--- config.mk ---
export PLATFORM = sky130hd
export DESIGN_NAME = asd_ctrl
export DESIGN_NICKNAME = d
export VERILOG_FILES = /design/src/design/asd_pkg.sv /design/src/design/asd_ctrl.sv
export VERILOG_INCLUDE_DIRS = /design/src /design/src/design
export SDC_FILE = /design/constraint.sdc
export NUM_CORES = 1
export LEC_CHECK = 0
export BUFFER_PORTS_ARGS = -buffer_cell sky130_fd_sc_hd__buf_2
export CAP_MARGIN = 10
export CORE_AREA = 2 2 39 41
export CTS_CLUSTER_SIZE = 8
export DETAILED_ROUTE_END_ITERATION = 8
export DIE_AREA = 0 0 41 43
export PLACE_DENSITY = 0.73
export SYNTH_ARGS = -nofsm -noshare
export SYNTH_HDL_FRONTEND = slang
export SYNTH_SLANG_ARGS = --single-unit
--- constraint.sdc ---
create_clock -name clk -period 2.35 [get_ports clk]
set_input_delay 0.47 -clock clk [delete_from_list [all_inputs] [get_ports clk]]
set_output_delay 0.47 -clock clk [all_outputs]
set_load 0.01 [all_outputs]
--- src/design/accel_stillness_detector_assert.svh ---
// Assertion macros shared by the stillness detector modules.
// Each expects a clock named clk and an active-low reset named rst_n in scope.
`ifndef ACCEL_STILLNESS_DETECTOR_ASSERT_SVH
`define ACCEL_STILLNESS_DETECTOR_ASSERT_SVH

// The consequent must hold in the same cycle as the antecedent.
`define ASD_ASSERT_IMPL(label, ante, cons, msg) \
    label: assert property (@(posedge clk) disable iff (!rst_n) (ante) |-> (cons)) \
        else $error(msg);

// The consequent must hold in the cycle after the antecedent.
`define ASD_ASSERT_NEXT(label, ante, cons, msg) \
    label: assert property (@(posedge clk) disable iff (!rst_n) (ante) |=> (cons)) \
        else $error(msg);

`endif

--- src/design/asd_pkg.sv ---
// Shared types and constants for the accelerometer stillness detector.
// Used by asd_ctrl, asd_datapath and accel_stillness_detector; no dependencies.
package asd_pkg;

    // Field and register widths.
    localparam int ACCEL_W   = 16;
    localparam int ABS_W     = ACCEL_W + 1;
    localparam int CFG_W     = 24;
    localparam int HOLD_W    = 16;
    localparam int CFG_IDX_W = 3;
    localparam int LEVEL_W   = 25;

    // Arithmetic widths.
    localparam int MUL_A_W  = 25;
    localparam int MUL_B_W  = 24;
    localparam int PROD_W   = 50;
    localparam int ACC_W    = 51;
    localparam int SUMSQ_W  = 32;
    localparam int RAD_W    = 48;
    localparam int ROOT_W   = 24;
    localparam int SQREM_W  = 26;
    localparam int DIVQ_W   = 25;
    localparam int DIVD_W   = 50;
    localparam int DEN_W    = 25;
    localparam int CNT_W    = 5;

    // Last step index of each iterative loop.
    localparam logic [CNT_W-1:0] ROOT_LAST = CNT_W'(ROOT_W - 1);
    localparam logic [CNT_W-1:0] DIV_LAST  = CNT_W'(DIVQ_W - 1);

    // Configuration register indexes.
    localparam logic [CFG_IDX_W-1:0] CFG_BIAS      = 3'd0;
    localparam logic [CFG_IDX_W-1:0] CFG_TAU       = 3'd1;
    localparam logic [CFG_IDX_W-1:0] CFG_THRESHOLD = 3'd2;
    localparam logic [CFG_IDX_W-1:0] CFG_HOLD      = 3'd3;

    // Configuration reset values.
    localparam logic [CFG_W-1:0]  BIAS_RESET      = 24'd251136;
    localparam logic [CFG_W-1:0]  TAU_RESET       = 24'd31831;
    localparam logic [CFG_W-1:0]  THRESHOLD_RESET = 24'd768;
    localparam logic [HOLD_W-1:0] HOLD_RESET      = 16'd200;

    typedef enum logic [3:0] {
        ST_IDLE,
        ST_SQ_X,
        ST_SQ_Y,
        ST_SQ_Z,
        ST_ROOT_INIT,
        ST_ROOT,
        ST_DIFF,
        ST_MUL_IN,
        ST_SUM,
        ST_DIV_INIT,
        ST_DIV,
        ST_FINISH
    } state_t;

    typedef enum logic [2:0] {
        MUL_SQ_X,
        MUL_SQ_Y,
        MUL_SQ_Z,
        MUL_FILT,
        MUL_INPUT
    } mul_sel_t;

    typedef enum logic [1:0] {
        ACC_HOLD,
        ACC_LOAD,
        ACC_ADD
    } acc_op_t;

    typedef struct packed {
        logic     load_in;
        mul_sel_t mul_sel;
        acc_op_t  acc_op;
        logic     root_init;
        logic     root_step;
        logic     diff_load;
        logic     div_init;
        logic     div_step;
        logic     finish;
    } dp_cmd_t;

    typedef struct packed {
        logic out_stall;
    } dp_status_t;

endpackage

--- src/design/asd_ctrl.sv ---
// Sequencer for the stillness detector: steps one request through the datapath.
// Depends on asd_pkg and accel_stillness_detector_assert.svh.
`include "accel_stillness_detector_assert.svh"

module asd_ctrl (
    input  logic                clk,
    input  logic                rst_n,
    input  logic                in_valid,
    output logic                in_ready,
    input  asd_pkg::dp_status_t status,
    output asd_pkg::dp_cmd_t    cmd
);

    asd_pkg::state_t                state_reg;
    asd_pkg::state_t                state_next;
    logic [asd_pkg::CNT_W-1:0]      cnt_reg;
    logic [asd_pkg::CNT_W-1:0]      cnt_next;

    // State and step counter registers.
    always_ff @(posedge clk or negedge rst_n)
    begin
        if (!rst_n)
        begin
            state_reg <= asd_pkg::ST_IDLE;
            cnt_reg   <= '0;
        end
        else
        begin
            state_reg <= state_next;
            cnt_reg   <= cnt_next;
        end
    end

    // Next state and datapath commands.
    always_comb
    begin
        state_next    = state_reg;
        cnt_next      = '0;
        in_ready      = 1'b0;
        cmd           = '0;
        cmd.mul_sel   = asd_pkg::MUL_SQ_X;
        cmd.acc_op    = asd_pkg::ACC_HOLD;
        case (state_reg)
            asd_pkg::ST_IDLE:
            begin
                in_ready    = 1'b1;
                cmd.load_in = in_valid;
                if (in_valid)
                begin
                    state_next = asd_pkg::ST_SQ_X;
                end
            end
            asd_pkg::ST_SQ_X:
            begin
                cmd.mul_sel = asd_pkg::MUL_SQ_X;
                state_next  = asd_pkg::ST_SQ_Y;
            end
            asd_pkg::ST_SQ_Y:
            begin
                cmd.mul_sel = asd_pkg::MUL_SQ_Y;
                cmd.acc_op  = asd_pkg::ACC_LOAD;
                state_next  = asd_pkg::ST_SQ_Z;
            end
            asd_pkg::ST_SQ_Z:
            begin
                cmd.mul_sel = asd_pkg::MUL_SQ_Z;
                cmd.acc_op  = asd_pkg::ACC_ADD;
                state_next  = asd_pkg::ST_ROOT_INIT;
            end
            asd_pkg::ST_ROOT_INIT:
            begin
                cmd.root_init = 1'b1;
                state_next    = asd_pkg::ST_ROOT;
            end
            asd_pkg::ST_ROOT:
            begin
                cmd.root_step = 1'b1;
                if (cnt_reg == asd_pkg::ROOT_LAST)
                begin
                    state_next = asd_pkg::ST_DIFF;
                end
                else
                begin
                    cnt_next = cnt_reg + 1'b1;
                end
            end
            asd_pkg::ST_DIFF:
            begin
                // The old filter value times tau runs alongside the bias removal.
                cmd.diff_load = 1'b1;
                cmd.mul_sel   = asd_pkg::MUL_FILT;
                state_next    = asd_pkg::ST_MUL_IN;
            end
            asd_pkg::ST_MUL_IN:
            begin
                cmd.mul_sel = asd_pkg::MUL_INPUT;
                cmd.acc_op  = asd_pkg::ACC_LOAD;
                state_next  = asd_pkg::ST_SUM;
            end
            asd_pkg::ST_SUM:
            begin
                cmd.acc_op = asd_pkg::ACC_ADD;
                state_next = asd_pkg::ST_DIV_INIT;
            end
            asd_pkg::ST_DIV_INIT:
            begin
                cmd.div_init = 1'b1;
                state_next   = asd_pkg::ST_DIV;
            end
            asd_pkg::ST_DIV:
            begin
                cmd.div_step = 1'b1;
                if (cnt_reg == asd_pkg::DIV_LAST)
                begin
                    state_next = asd_pkg::ST_FINISH;
                end
                else
                begin
                    cnt_next = cnt_reg + 1'b1;
                end
            end
            asd_pkg::ST_FINISH:
            begin
                // Hold the update until the previous result has been taken.
                if (!status.out_stall)
                begin
                    cmd.finish = 1'b1;
                    state_next = asd_pkg::ST_IDLE;
                end
            end
            default:
            begin
                state_next = asd_pkg::ST_IDLE;
            end
        endcase
    end

    `ASD_ASSERT_IMPL(a_finish_not_stalled, cmd.finish, !status.out_stall, "finish while output stalled")
    `ASD_ASSERT_NEXT(a_accept_starts, in_valid && in_ready, state_reg == asd_pkg::ST_SQ_X, "accepted request did not start")
    `ASD_ASSERT_IMPL(a_div_count_range, state_reg == asd_pkg::ST_DIV, cnt_reg <= asd_pkg::DIV_LAST, "divider step count overrun")

endmodule

==> summary.md, run 1 <==
Detailed routing placed a total of 57 um of wire on met3. Cells with a size suffix above 1 make up 25.9% of the layout. After detailed routing, the number of remaining DRC violations is 0. Along the worst path, the maximum fanout reaches 12. The flow ran to the end, and the final reports show no timing, DRC or antenna violations. Dividing total power by cell area gives a power density of 1130 nW/um2.

STA classifies the critical path startpoint as a flip-flop. For the pin count of the biggest net entering global routing, the log shows 15. The horizontal die dimension is 41 um, and the sequential fraction of the synthesis area is 36.1%. The detailed router placed 550 vias in this run.

For this run, the number of Yosys warnings is 0. At the later pin of the worst-skew pair, clock insertion delay measures 0.26 ns. The register bit count reported by yosys was 9; the number of buffers added on ports was 16. For the post-synthesis instance area, the log shows 624 um2. For the die footprint, the log shows 1760 um2.

The tools report the element type at the critical path end as an output port. In the global route stage, overall resource usage came out at 18.0%. Detailed placement finished with a half-perimeter wire length of 974 um.

Headroom to the max-slew limit came out at 69.0%. In this run the clock root is driven by a sky130_fd_sc_hd__clkbuf_4. The worst IR drop on VDD was 0.000584 V; the clock transition at the registers of the reported paths was 0.06 ns. The run gives 0 as the total of max-cap violations.

The startpoint of the worst-slack reg-to-reg timing path was state_reg[2]. The tools report the number of antenna violations at the first check in global routing as 0. For the violation count after the first detailed-route iteration, the log shows 9. The leakage dissipation was 0.000326 uW; the number of buffers inserted by hold repair at cts was 0. In this run the count of I/O pins placed on the die edge is 17. Wire segments on met2 add up to 674 um in the final route. The endpoint identified for the worst register-to-register timing path is state_reg[0]. The number of cells on the worst reg-to-reg path is 3. The logs give 505 for the number of global-route vias before repair and 1.88 ns for the worst endpoint required time. The tools report the wire length of the first global-routing pass as 2150 um. Setup repair after global routing left no endpoint under its margin.

The final antenna-violating net count is 0, and the average size of a mapped cell is 9.05 um2. For the diode insertion count for antenna repair, the log shows 0. The final max-slew violation count is 0. The uppermost layer routed was met4. The run gives 0 as the final global-route overflow total. The logs give 0 for the final count of hold timing violations and 1 for the level count of the clock H-tree.

The unique cell type count in the Yosys netlist came out at 31. The number of rows in the core area was 14. The number of nets in the final layout came out at 92.

The largest stage delay on the critical path came out at 0.55 ns. From synthesis to final layout, the design area changed by 16.4%. The run gives 9 as the clock sink count. For the pin with the worst max-slew slack, the measured transition is 0.463 ns. Traced cell by cell, the critical path runs through nand2_1 > or2_1 > a21oi_1 > buf_2. Setup total negative slack: 0 ns. Data arrives at the worst endpoint at 1.57 ns.

Once placement finished, the instance area stood at 701 um2. Once routing completed, OpenROAD measured the worst setup slack at 0.309 ns. In the routed layout, each cell is associated on average with a via count of 5.45. The post-route worst hold slack was 0.0549 ns; the share of the clock period used by the worst path was 86.9%. The worst setup slack after placement was 0.598 ns; the post-route minimum period was 2.04 ns.

Setup violations remaining at the end of the flow were counted as 0. After detailed routing, the wire length on met1 is 587 um. In the layout the commonest cells are sky130_fd_sc_hd__buf_2, sky130_fd_sc_hd__dfrtp_1, sky130_fd_sc_hd__a21oi_1. The finished cells cover 727 um2.

For the number of gates resized after cts, the log shows 0. TritonCTS built the clock tree. The number of clock buffers added by TritonCTS is 3. The critical path is of the flip-flop to output port type. Synthesis handed over a netlist of 69 instances. In this run the post-CTS setup repair buffer count came out at 0.

Static timing analysis puts the maximum clock frequency at 0.490 GHz. The first-pass iteration count of the detailed router was 4. The number of flip-flops under the largest register name was 5; the total wirelength of the detailed-routed design was 1330 um. For the area of the core region, the log shows 1380 um2. The floorplan step set the die height to 43 um. For the total power, the log shows 820 uW. For this configuration, the core starts out at a cell density of 45.1%. The library cell used most frequently in the layout, excluding fill and tap cells, is sky130_fd_sc_hd__buf_2.

The maximum number of buffers from clock root to sink came out at 2. Counting every net in the synthesized netlist gives 75. The worst hold path belongs to the class input port to async pin. The slowest library cell on the worst path was sky130_fd_sc_hd__dfrtp_1. The congestion estimate from routability-driven global placement came to 0.701. The routed wire length per instance was 13.2 um; the worst clock skew was 0.00195 ns. The setup slack of the worst register-to-register path is 0.71 ns.
-- Yosys cell counts (all sizes together) --
library cell,instances,area [um2]
nand3,3,15.0
nor3b,2,15.0
nor3,3,15.0
o22ai,1,6.26
nor4,1,6.26
nand2,3,11.3
a21boi,1,7.51
a21oi,7,35.0
and3b,1,8.76
o21a,1,7.51
and2,1,6.26
a211o,1,8.76
ha,2,25.0
and4bb,2,32.5
nand2b,3,18.8
o21ai,3,15.0
inv,5,18.8
dfrtp,9,225
clkbuf,2,11.3
nor2,6,22.5
o41ai,2,36.3
or2,1,6.26
or3,1,6.26
o211ai,1,7.51
buf,2,12.5
xor2,2,17.5
xnor2,3,26.3
-- power by group --
| part | switching (uW) | total [uW] | leakage, uW | internal [uW] |
|---|---|---|---|---|
| Combinational | 198 | 402 | 0.000193 | 204 |
| Clock | 52.5 | 118 | 0.0000150 | 65.3 |
| Sequential | 105 | 300 | 0.000119 | 195 |
-- cell type report --
cell class                      instances  area, um2
Multi-Input combinational cell         51        357
Inverter                                5       18.8
Tap cell                               16       20.0
Sequential cell                         9        225
Timing Repair Buffer                   16       80.1
Fill cell                             130        657
Clock buffer                            4       26.3
-- critical path, delay by kind of cell (launching register included) --
kind,cells,cell delay (ns)
buffers and inverters,1,0.14
AO/OA/AOI/OAI,1,0.11
AND/OR/NAND/NOR,2,0.51
flip-flops,1,0.55
-- per-layer routing --
layer / vias up / track usage, %
li1: 275 / -
met1: 258 / 21.5
met2: 15 / 28.7
met3: 2 / 3.14
met4: 0 / 10.0
met5: - / 0
-- metrics by stage --
| stage | util, % | std cells |
|---|---|---|
| global route | 52.5 | 101 |
| finish | 52.5 | 101 |
| CTS | 52.5 | 101 |
| detailed placement | 50.6 | 97 |
| floorplan | - | 69 |
| global placement | 50.6 | 97 |
-- how the worst max path moves through the flow --
stage / end / startpoint / slack (ns)
3_3_place_gp: cmd[7] / state_reg[1] / 0.64
3_5_place_dp: cmd[7] / state_reg[1] / 0.60
5_1_grt: cmd[7] / state_reg[1] / 0.16
4_1_cts: cmd[7] / state_reg[1] / 0.30
2_1_floorplan: cmd[11] / state_reg[1] / 0.60
6_report: cmd[7] / state_reg[1] / 0.31
-- cell families (layout without fill, tap and decap cells) --
| kind of cell | after synthesis | after routing | share of synthesized area, % |
|---|---|---|---|
| fa+ha+maj | 2 | 2 | 4.01 |
| xor+xnor | 5 | 5 | 7.02 |
| flops | 9 | 9 | 36.1 |
| compound gates | 17 | 17 | 19.8 |
| simple gates | 27 | 27 | 26.3 |
| buf+inv | 9 | 25 | 6.81 |
(Power assumes the default switching activity.)
==> run 2: changes to the inputs <==
--- a/config.mk
+++ b/config.mk
@@ -12,7 +12,8 @@
 export CTS_CLUSTER_SIZE = 8
 export DETAILED_ROUTE_END_ITERATION = 8
 export DIE_AREA = 0 0 41 43
-export PLACE_DENSITY = 0.73
+export GPL_ROUTABILITY_DRIVEN = 1
+export PLACE_DENSITY = 0.72
 export SYNTH_ARGS = -nofsm -noshare
 export SYNTH_HDL_FRONTEND = slang
 export SYNTH_SLANG_ARGS = --single-unit
==> constraint.sdc (replaced) <==
create_clock -name clk -period 2.35 [get_ports clk]
set_input_delay 0.705 -clock clk [delete_from_list [all_inputs] [get_ports clk]]
set_output_delay 0.705 -clock clk [all_outputs]
set_load 0.01 [all_outputs]
==> summary.md, run 2 (same netlist as run 1, synthesis figures left out) <==
The number of flip-flops under the largest register name was 5 (unchanged). The run gives 93 (+1.1%) as the number of nets in the final layout. The number of placed cells counting well taps is 98 (+1.0%). Number of buffers added on ports: 16 (unchanged). The horizontal die dimension is 41 um (unchanged). The leakage dissipation is 0.000331 uW (+1.4%), and the HPWL after detailed placement is 969 um (-0.47%). Fraction of final layout cells sized beyond drive strength 1: 26.7% (+0.86 points). The tools report the combinational fraction of design power as 49.8% (+0.7 points). Leaving out fill and tap cells, the most frequent cells in the layout are sky130_fd_sc_hd__buf_2, sky130_fd_sc_hd__dfrtp_1, sky130_fd_sc_hd__a21oi_1.

From synthesis to final layout, the design area changed by 17.6%. Clock tree root buffer cell: sky130_fd_sc_hd__clkbuf_4. Startpoint of the worst-slack reg-to-reg timing path: state_reg[2]. The run gives 45.1% (unchanged) as the effective utilization at floorplan.

The endpoint identified for the worst register-to-register timing path is state_reg[0]. The share of the clock period used by the worst path is 91.8% (+4.9 points), and the routed wire length per instance is 12.6 um (-4.6%). The tightest min-delay check is of the input port to async pin type. Setup repair after global routing left no endpoint under its margin.

The run gives 511 (+1.2%) as the number of global-route vias before repair. The slew at the pin with the worst max-slew slack works out to 0.455 ns (-0.00812 ns). The logs give 0 (unchanged) for the number of buffers inserted by hold repair at cts and 102 (+0.99%) for the filler-free cell count of the finished design. The slowest library cell on the worst path is sky130_fd_sc_hd__dfrtp_1. The die height was 43 um (unchanged); the final antenna-violating net count was 0 (unchanged).

The tools report the setup slack of the worst register-to-register path as 0.71 ns (about the same). For the violation count after the first detailed-route iteration, the log shows 4 (-5). The startpoint kind of the worst setup timing path was a flip-flop. The post-route minimum period works out to 2.16 ns (+0.115 ns).

The largest stage delay on the critical path works out to 0.50 ns (-0.05 ns). The run gives 4 (unchanged) as the first-pass iteration count of the detailed router. The tools report the total number of vias as 541 (-1.6%). Leaving out fill and tap cells, the most frequent cell in the layout is sky130_fd_sc_hd__buf_2. The worst endpoint required time came out at 1.64 ns (-0.24 ns). The number of cells on the critical path was 3 (-1). The critical path goes through nor4_1 > and2_1 > buf_2. The number of rows in the core area came out at 14 (unchanged). The worst setup path is of the flip-flop to output port kind.

The run gives 2180 um (+1.6%) as the wire length of the first global-routing pass. The final global-route overflow total came out at 0 (unchanged). The tools report the area of the core region as 1380 um2 (unchanged).

The logs give 9 (unchanged) for the clock sink count and 0.26 ns (about the same) for the worst-skew pair later-pin latency. The die footprint is 1760 um2 (unchanged). The number of antenna violations at the first check in global routing was 0 (unchanged); the level count of the clock H-tree was 1 (unchanged).

The maximum number of buffers from clock root to sink is 2 (unchanged). The biggest fanout along the worst timing path came out at 12 (unchanged). For the pin count of the biggest net entering global routing, the log shows 15 (unchanged).

The CTS buffer count came out at 3 (unchanged). Power density over the cells: 1130 nW/um2 (+0.39%). The worst setup path startpoint was state_reg[1].

The data arrival at the endpoint of the critical path was 1.45 ns (-0.12 ns); the setup-violating endpoint count in the final report was 0 (unchanged). For the total power, the log shows 832 uW (+1.4%). The flow ran to the end, and the final reports show no timing, DRC or antenna violations. The I/O pin total was 17 (unchanged); the proportion of total power due to net switching was 42.9% (-0.45 points). The tools report the final core utilization as 53.1% (+0.54 points). The clock transition at the registers of the reported paths was 0.06 ns (about the same); the fraction of power consumed by sequential logic was 36.1% (-0.5 points). The logs give 357 uW (+0.38%) for the net switching power of the design and 69.3% (+0.33 points) for the relative slew slack. The number of cells on the worst reg-to-reg path is 3 (unchanged), and the post-CTS setup repair buffer count is 0 (unchanged). Setup total negative slack: 0 ns (unchanged). The tools report the internal power as 475 uW (+2.2%).

The worst IR drop on VDD came out at 0.000490 V (-16%). The detailed-route DRC error count is 0 (unchanged), and the routability-driven placement congestion ratio is 0.721 (+2.9%). TritonCTS built the clock tree. The total of max-cap violations is 0 (unchanged).

The total wirelength of the detailed-routed design is 1290 um (-3.7%), and the maximum clock frequency is 0.464 GHz (-5.3%). The tools report the diode insertion count for antenna repair as 0 (unchanged). The worst setup path is captured at an output port. The sum of buffers and inverters on the critical path works out to 1 (unchanged). The final max-slew violation count was 0 (unchanged).

The overall global routing resource usage was 18.2% (+0.17 points); the average via count per standard cell was 5.30 (-2.6%). The tools report the final count of hold timing violations as 0 (unchanged). The number of gates resized after cts is 0 (unchanged). For the filler cell count in the final layout, the log shows 125 (-3.8%). The run gives 0.00703 ns (+0.00508 ns) as the worst clock skew. Among cell families on the critical path, the largest total delay comes from simple AND/OR/NAND/NOR gates. The portion of total power attributed to the clock network was 14.1% (-0.3 points).
[run 2: cell count changes in the layout (fill, tap and decap cells not counted), sizes merged]
cell / before / now
buf: 16 / 17
[run 2: power by group through the flow]
stage                     clock network (uW)  registers [uW]  logic, uW
after floorplan                            0             219        384
after global placement                     0             300        404
after detailed placement                   0             301        417
after CTS                                123             299        420
after global routing                     134             318        460
final                                    117             300        414
[run 2: how the worst max path moves through the flow]
stage / endpoint
after floorplan: cmd[11]
after global placement: cmd[7]
after detailed placement: cmd[11]
after CTS: cmd[11]
after global routing: cmd[0]
final: cmd[11]
[run 2: worst register-to-register path, cell delays in order (launching register included)]
cell	delay, ns
sky130_fd_sc_hd__dfrtp_1	0.56
sky130_fd_sc_hd__and4bb_4	0.32
sky130_fd_sc_hd__o41ai_4	0.46
sky130_fd_sc_hd__o211ai_1	0.16
[run 2: metal layers]
layer  GRT usage [%]  part of all wire, %  vias up
li1                -                    -      277
met1            21.7                   43      244
met2            28.1                   51       18
met5               0                    0        -
met4            10.0                 0.93        0
met3            4.71                  5.0        2
[run 2: final cells by class]
cell class	count	area [um2]	area share, %
Multi-Input combinational cell	51	357	48.6
Sequential cell	9	225	30.7
Timing Repair Buffer	17	87.6	11.9
Clock buffer	4	26.3	3.58
Tap cell	16	20.0	2.73
Inverter	5	18.8	2.56
[run 2: through the flow]
stage                     area (um2)  worst slack [ns]  hold WS (ns)
final                            734             0.194         0.286
after global routing             734             0.101         0.287
after CTS                        734             0.191         0.282
after detailed placement         708             0.491         0.489
after global placement           708             0.516         0.475
after floorplan                  624             0.367         0.409
